**config.mk**
```make
export PLATFORM = sky130hd
export DESIGN_NAME = stpq_ctrl
export DESIGN_NICKNAME = d
export VERILOG_FILES = /design/src/stpq_pkg.sv /design/src/stpq_ctrl.sv
export SDC_FILE = /design/constraint.sdc
export NUM_CORES = 1
export LEC_CHECK = 0
export ABC_AREA = 1
export BUFFER_PORTS_ARGS = -buffer_cell sky130_fd_sc_hd__buf_2
export CORE_ASPECT_RATIO = 1.2
export CORE_UTILIZATION = 45
export DETAILED_ROUTE_END_ITERATION = 7
export PLACE_DENSITY = 0.67
export SLEW_MARGIN = 30
export SYNTH_ARGS = -nofsm -noshare
export SYNTH_HDL_FRONTEND = slang
export SYNTH_SLANG_ARGS = --single-unit
```
**constraint.sdc**
```tcl
create_clock -name clk -period 3.6 [get_ports clk]
set_input_delay 0.36 -clock clk [delete_from_list [all_inputs] [get_ports clk]]
set_output_delay 0.36 -clock clk [all_outputs]
set_load 0.05 [all_outputs]
```
**src/stpq_pkg.sv**
```systemverilog
// Shared types and codes for the stereo PCM ring queue.
package stpq_pkg;

  typedef logic [1:0] kind_t;

  localparam kind_t KIND_PUSH  = 2'd0;
  localparam kind_t KIND_POP   = 2'd1;
  localparam kind_t KIND_HIST  = 2'd2;
  localparam kind_t KIND_CLEAR = 2'd3;

  // Where the result word of an item takes its frame from.
  typedef logic [1:0] src_t;

  localparam src_t SRC_NONE  = 2'd0;
  localparam src_t SRC_QUEUE = 2'd1;
  localparam src_t SRC_HIST  = 2'd2;

  localparam int MIN_CAPACITY = 256;

  // One stereo frame: left in the low half, right in the high half.
  typedef struct packed {
    logic signed [15:0] right;
    logic signed [15:0] left;
  } frame_t;

  typedef struct packed {
    logic [31:0] dropped;
    logic [31:0] underflow;
    logic [31:0] epoch;
  } stats_t;

endpackage

```
**src/stpq_ctrl.sv**
```systemverilog
// Pointer, fill and counter logic; issues the frame memory accesses.
module stpq_ctrl #(
  parameter int MAX_FRAMES     = 4096,
  parameter int HISTORY_FRAMES = 4096
) (
  input  logic                                  clk,
  input  logic                                  rst,
  input  logic                                  accept,
  input  stpq_pkg::kind_t                       kind,
  input  stpq_pkg::frame_t                      frame,
  input  logic [11:0]                           age,
  input  logic                                  cfg_we,
  input  logic [12:0]                           cfg_data,
  output logic                                  q_we,
  output logic [$clog2(MAX_FRAMES)-1:0]         q_waddr,
  output logic                                  q_re,
  output logic [$clog2(MAX_FRAMES)-1:0]         q_raddr,
  output logic                                  h_we,
  output logic [$clog2(HISTORY_FRAMES)-1:0]     h_waddr,
  output logic                                  h_re,
  output logic [$clog2(HISTORY_FRAMES)-1:0]     h_raddr,
  output stpq_pkg::frame_t                      wdata,
  output stpq_pkg::src_t                        src,
  output logic [$clog2(MAX_FRAMES+1)-1:0]       fill,
  output stpq_pkg::stats_t                      stats
);
  import stpq_pkg::*;

  localparam int QAW = $clog2(MAX_FRAMES);
  localparam int QFW = $clog2(MAX_FRAMES + 1);
  localparam int HAW = $clog2(HISTORY_FRAMES);
  localparam int HFW = $clog2(HISTORY_FRAMES + 1);
  localparam int HCW = (HFW > 12) ? HFW : 12;

  logic [QFW-1:0] cap;
  logic [QAW-1:0] q_head;
  logic [QFW-1:0] q_fill;
  logic [HAW-1:0] h_head;
  logic [HFW-1:0] h_fill;
  stats_t         cnt;

  logic           q_full;
  logic           q_empty;
  logic [QAW-1:0] q_head_inc;
  logic [QFW:0]   q_sum;
  logic [QAW-1:0] q_tail;
  logic           h_full;
  logic [HAW-1:0] h_head_inc;
  logic [HFW:0]   h_sum;
  logic [HAW-1:0] h_tail;
  logic [HCW-1:0] age_ext;
  logic [HCW-1:0] h_fill_ext;
  logic           h_hit;
  logic [HFW-1:0] h_back;
  logic [HFW:0]   h_rsum;
  logic [31:0]    cap_req;
  logic [QFW-1:0] cap_next;

  // Queue pointers: all modulo the live capacity.
  assign q_full  = (q_fill >= cap);
  assign q_empty = (q_fill == '0);
  assign q_head_inc = ((QFW'(q_head) + QFW'(1)) == cap) ? '0 : q_head + 1'b1;
  assign q_sum  = (QFW+1)'(q_head) + (QFW+1)'(q_fill);
  assign q_tail = (q_sum >= (QFW+1)'(cap)) ? QAW'(q_sum - (QFW+1)'(cap)) : QAW'(q_sum);

  // History ring: modulo the fixed ring size.
  assign h_full = (h_fill >= HFW'(HISTORY_FRAMES));
  assign h_head_inc = (h_head == HAW'(HISTORY_FRAMES - 1)) ? '0 : h_head + 1'b1;
  assign h_sum  = (HFW+1)'(h_head) + (HFW+1)'(h_fill);
  assign h_tail = (h_sum >= (HFW+1)'(HISTORY_FRAMES)) ?
                  HAW'(h_sum - (HFW+1)'(HISTORY_FRAMES)) : HAW'(h_sum);

  assign age_ext    = HCW'(age);
  assign h_fill_ext = HCW'(h_fill);
  assign h_hit      = (age_ext < h_fill_ext);
  assign h_back     = HFW'(h_fill_ext - HCW'(1) - age_ext);
  assign h_rsum     = (HFW+1)'(h_head) + (HFW+1)'(h_back);

  // Clamp the written capacity.
  assign cap_req = 32'(cfg_data);
  always_comb begin
    if (cap_req < 32'(MIN_CAPACITY)) begin
      cap_next = QFW'(MIN_CAPACITY);
    end else if (cap_req > 32'(MAX_FRAMES)) begin
      cap_next = QFW'(MAX_FRAMES);
    end else begin
      cap_next = QFW'(cap_req);
    end
  end

  // Memory accesses of the accepted word.
  assign wdata   = frame;
  assign q_we    = accept && (kind == KIND_PUSH);
  assign q_waddr = q_full ? q_head : q_tail;
  assign q_re    = accept && (kind == KIND_POP) && !q_empty;
  assign q_raddr = q_head;
  assign h_we    = accept && (kind == KIND_PUSH);
  assign h_waddr = h_full ? h_head : h_tail;
  assign h_re    = accept && (kind == KIND_HIST) && h_hit;
  assign h_raddr = (h_rsum >= (HFW+1)'(HISTORY_FRAMES)) ?
                   HAW'(h_rsum - (HFW+1)'(HISTORY_FRAMES)) : HAW'(h_rsum);

  always_comb begin
    unique case (kind)
      KIND_POP:  src = q_empty ? SRC_NONE : SRC_QUEUE;
      KIND_HIST: src = h_hit ? SRC_HIST : SRC_NONE;
      default:   src = SRC_NONE;
    endcase
  end

  assign fill  = q_fill;
  assign stats = cnt;

  always_ff @(posedge clk) begin
    if (rst) begin
      cap    <= QFW'(MAX_FRAMES);
      q_head <= '0;
      q_fill <= '0;
      h_head <= '0;
      h_fill <= '0;
      cnt    <= '0;
    end else if (cfg_we) begin
      cap    <= cap_next;
      q_head <= '0;
      q_fill <= '0;
    end else if (accept) begin
      unique case (kind)
        KIND_PUSH: begin
          if (q_full) begin
            // drop the oldest frame
            q_head      <= q_head_inc;
            q_fill      <= cap;
            cnt.dropped <= cnt.dropped + 32'd1;
          end else begin
            q_fill <= q_fill + 1'b1;
          end
          if (h_full) begin
            h_head <= h_head_inc;
          end else begin
            h_fill <= h_fill + 1'b1;
          end
        end
        KIND_POP: begin
          if (q_empty) begin
            cnt.underflow <= cnt.underflow + 32'd1;
          end else begin
            q_head <= q_head_inc;
            q_fill <= q_fill - 1'b1;
          end
        end
        KIND_HIST: begin
        end
        KIND_CLEAR: begin
          q_head        <= '0;
          q_fill        <= '0;
          h_head        <= '0;
          h_fill        <= '0;
          cnt.underflow <= '0;
          cnt.epoch     <= cnt.epoch + 32'd1;
        end
        default: begin
        end
      endcase
    end
  end

endmodule

```
==> impl_metrics.csv <==
group,metric,value,unit
synth,compound_gate_portion_of_the_synthesized_area,15.59,%
clock_network,cts_tree,"built",
route,wl_per_cell,16.16,um
worst_setup_path,timing.reg2reg.setup_slack,0.37,ns
clock_network,cts_buffer_depth,2,
worst_setup_path,timing.critical_path.mode_cell,"sky130_fd_sc_hd__nand2_2",
route,post-route-drc-count,0,
synth,synthesis.instances,1993,
floorplanning,die_h,188.0,um
synth,combinational_family_with_the_most_area_after_synthesis,"simple AND/OR/NAND/NOR gates",
cells_and_area,fin_area,15670,um2
placed_design,dp_hpwl,31.93,mm
power_and_ir_drop,leakage,7.115,nW
route,routed_via_density,5.449,
synth,ys_top_cells_by_count,"sky130_fd_sc_hd__nand2_1 (452), sky130_fd_sc_hd__inv_1 (224), sky130_fd_sc_hd__nor2_1 (192), sky130_fd_sc_hd__a21oi_1 (184), sky130_fd_sc_hd__dfxtp_1 (159)",
timing,clock-skew-final,0.01395,ns
timing,setup_viol_count_final,12,
worst_setup_path,cp_data_arrival_time,3.53,ns
worst_setup_path,critical-path-max-stage-delay,0.35,ns
timing,setup_ws,-0.2944,ns
floorplanning,design.portCount,258,
clock_network,clk_latency_worst_skew_pair,0.44,ns
worst_hold_path,min_path_type,"primary input to flip-flop",
worst_setup_path,cp_slowest_cell,"sky130_fd_sc_hd__fa_2",
clock_network,numClockSinks,159,
synth,synth-xor-area-share,7.024,%
synth,mappedNetlistArea,12970,um2
synth,synthDistinctLibCells,54,
power_and_ir_drop,design_power_total,4.873,mW
global_routing,grt_start_max_net_pins,62,
floorplanning,dieArea,29500,um2
worst_setup_path,worst_ep_required_time,3.24,ns
timing,period_minus_slack,3.894,ns
synth,synthesis.yosys.warnings,0,
timing,max_slew.worst_pin.slew,0.8202,ns
run_status,result_of_the_run,"finished, violations left",
global_routing,antenna_violations_before_repair,1,
global_routing,grt_pass1_vias,12813,
synth,synth_area_leader_cell,"sky130_fd_sc_hd__dfxtp_1",
route,via_count,14069,
cells_and_area,layout.nets,2354,
timing,relSlewSlack,44.81,%
worst_setup_path,endpoint_kind,"primary output",
synth,avgSynthCellArea,6.507,um2
synth,area_share_of_and_or_nand_nor_cells_after_synthesis,32.43,%
synth,synth-seq-cells,159,
timing,rsz0062_at_grt,"true",
route,number_of_nets_still_failing_antenna_checks_after_routing,0,
cells_and_area,fill_cells,2759,
synth,synth.area.mux_share,0,%
timing,final.period_utilization,108.2,%
cells_and_area,n_antenna_cell,0,
route,totalWireLength,41.74,mm
clock_network,clk_pin_slew,0.07,ns
floorplanning,initial_core_util,46.04,%
timing,maxClockFrequency,256.8,MHz
synth,async_flop_share,0,%
clock_network,cts_buffers,17,
clock_network,htree_levels,4,
global_routing,grt.overflow.total,0,
floorplanning,fp.dieW,157.0,um
synth,synth_enable_flop_cells,0,
synth,synth_top_flop_cell,"sky130_fd_sc_hd__dfxtp_1",
synth,synth_top_cell_area_share,24.54,%
placed_design,io_buffers,193,
route,detailedRoute.firstIterationViolations,1066,
clock_network,holdBufCountCts,0,
worst_setup_path,cell_chain_of_the_critical_path,"ha_4 -> fa_2 -> nand3_2 -> nand2_2 -> nand4_1 -> nand2_2 -> xor2_1 -> ha_1 -> nand2_2 -> inv_2 -> a21oi_2 -> nand4_1 -> nand2_1 -> nand2_2 -> nand2_4 -> nand2_4 -> nand2_1 -> nand3_1 -> o21ai_2 -> buf_6",
synth,syn-num-nets,2157,
route,detail_route.first_pass.iterations,6,
run_status,violations,"negative setup slack",
global_routing,grtUsageTotal,27.84,%
worst_setup_path,start_kind,"flip-flop",
placed_design,gp_congestion,0.9602,
timing,finalHoldViolations,0,
worst_setup_path,setup.worst_path.class,"flip-flop to primary output",
cells_and_area,post_route_cells_drive_above_1_share,19.61,%
floorplanning,rows,67,
synth,synth_area_leaders,"sky130_fd_sc_hd__dfxtp_1 (25%), sky130_fd_sc_hd__nand2_1 (13%), sky130_fd_sc_hd__ha_1 (9.3%), sky130_fd_sc_hd__a21oi_1 (7.1%), sky130_fd_sc_hd__inv_1 (6.5%)",
job,maximum_capacitance_violations,0,
global_routing,grt_first_pass_wirelength,65.56,mm
floorplanning,core,28170,um2
synth,yosysSeqAreaShare,24.54,%
placed_design,postPlaceCellArea,14400,um2
synth,synth.most_common_cell,"sky130_fd_sc_hd__nand2_1",
timing,finalSetupTns,-3.160,ns
cells_and_area,areaGrowthSynthToFinish,20.83,%
clock_network,root_driver,"sky130_fd_sc_hd__clkbuf_16",
power_and_ir_drop,power_per_cell_area,311.0,nW/um2
timing,slew_viol_final,0,
power_and_ir_drop,largest_voltage_drop_on_the_vdd_net,0.0002761,V
synth,synth_fa_ha_area_share,10.03,%
worst_setup_path,path_max_fanout,12,
worst max-delay path, delay by kind of cell, from the launching register on:
kind | cells | cell delay [ns]
adder cells (fa/ha/maj) | 3 | 0.86
buffers and inverters | 2 | 0.24
flip-flops | 1 | 0.34
AND/OR/NAND/NOR | 12 | 1.22
XOR/XNOR | 1 | 0.18
AO/OA/AOI/OAI | 2 | 0.24
final timing paths:
path,start,to,cells after the start
setup / recovery,fill[0],q_waddr[4],20
hold reg to reg,stats[95],stats[95],2
setup reg to reg,fill[12],stats[92],10
hold / removal,cfg_data[10],cap[10],3
power by group:
part           switching [mW]  internal (mW)  total, mW  leakage (nW)
clock network           0.864           1.01       1.87         0.287
logic                   0.801          0.399       1.20          5.54
registers              0.0225           1.78       1.80          1.29
total                    1.69           3.19       4.87          7.12
cells in the final DEF (no fill, tap or decap), types with 7 or more instances in the layout:
cell,n
sky130_fd_sc_hd__nand2_1,428
sky130_fd_sc_hd__inv_1,223
sky130_fd_sc_hd__nor2_1,183
sky130_fd_sc_hd__buf_2,177
sky130_fd_sc_hd__a21oi_1,170
sky130_fd_sc_hd__dfxtp_1,151
sky130_fd_sc_hd__nand3_1,115
sky130_fd_sc_hd__o21ai_0,90
sky130_fd_sc_hd__ha_1,79
sky130_fd_sc_hd__xor2_1,70
sky130_fd_sc_hd__nor3_1,69
sky130_fd_sc_hd__buf_4,67
sky130_fd_sc_hd__nand4_1,50
sky130_fd_sc_hd__xnor2_1,29
sky130_fd_sc_hd__nand2_2,24
sky130_fd_sc_hd__a31oi_1,18
sky130_fd_sc_hd__clkbuf_16,17
sky130_fd_sc_hd__o21a_1,14
sky130_fd_sc_hd__ha_4,14
sky130_fd_sc_hd__buf_6,14
sky130_fd_sc_hd__a21oi_2,13
sky130_fd_sc_hd__nor4_1,13
sky130_fd_sc_hd__o21ai_2,12
sky130_fd_sc_hd__nor2_2,12
sky130_fd_sc_hd__nand3b_1,9
sky130_fd_sc_hd__a21o_1,9
sky130_fd_sc_hd__dfxtp_2,8
sky130_fd_sc_hd__nand3_2,7
sky130_fd_sc_hd__nand2_4,7
sky130_fd_sc_hd__nor3b_1,7
repair_timing:
action / CTS / global route
cloned: 1 / 0
setup buffers: 9 / 3
pin swaps: 20 / 28
endpoints found under the hold margin: 0 / 0
resized for setup: 87 / 57
endpoints found under the setup margin: 16 / 18
cell type report:
type / instances / area [um2] / share of cell area (%)
clock buffer: 18 / 439.2 / 2.803
clock inverter: 14 / 165.2 / 1.054
inverter: 231 / 875.8 / 5.589
multi-input combinational: 1520 / 8931 / 56.99
sequential: 159 / 3193 / 20.38
tap: 379 / 474.2 / 3.026
timing repair buffer: 261 / 1592 / 10.16
through the flow:
stage	hold slack [ns]	setup WS, ns	util [%]	cells
5_1_grt	0.1435	-0.3894	55.63	2582
3_5_place_dp	0.4982	-0.09651	51.12	2537
6_report	0.1550	-0.2944	55.63	2582
4_1_cts	0.1406	-0.1690	54.77	2579
2_1_floorplan	0.4604	-0.001333	-	1993
3_3_place_gp	0.4813	0.006451	51.12	2537
kinds of logic after synthesis:
group	after synthesis
flops	159
buf+inv	314
simple gates	948
compound gates	367
xor+xnor	104
fa+ha+maj	101
routing by layer:
layer | part of all wire, % | routed length, um | vias up | GRT usage [%]
li1 | - | - | 6981 | -
met1 | 42 | 17670 | 6499 | 34.32
met2 | 47 | 19810 | 498 | 46.92
met3 | 6.8 | 2832 | 91 | 5.292
met4 | 3.4 | 1426 | 0 | 11.65
met5 | 0 | 0 | - | 0
flip-flops by register name, summed over array words and instances (netlist names):
name and cells:
cap 13, fill 13, h_fill 13, h_head 12, q_raddr 12, stats 96
Note: power is estimated with default switching activity, not from simulation.
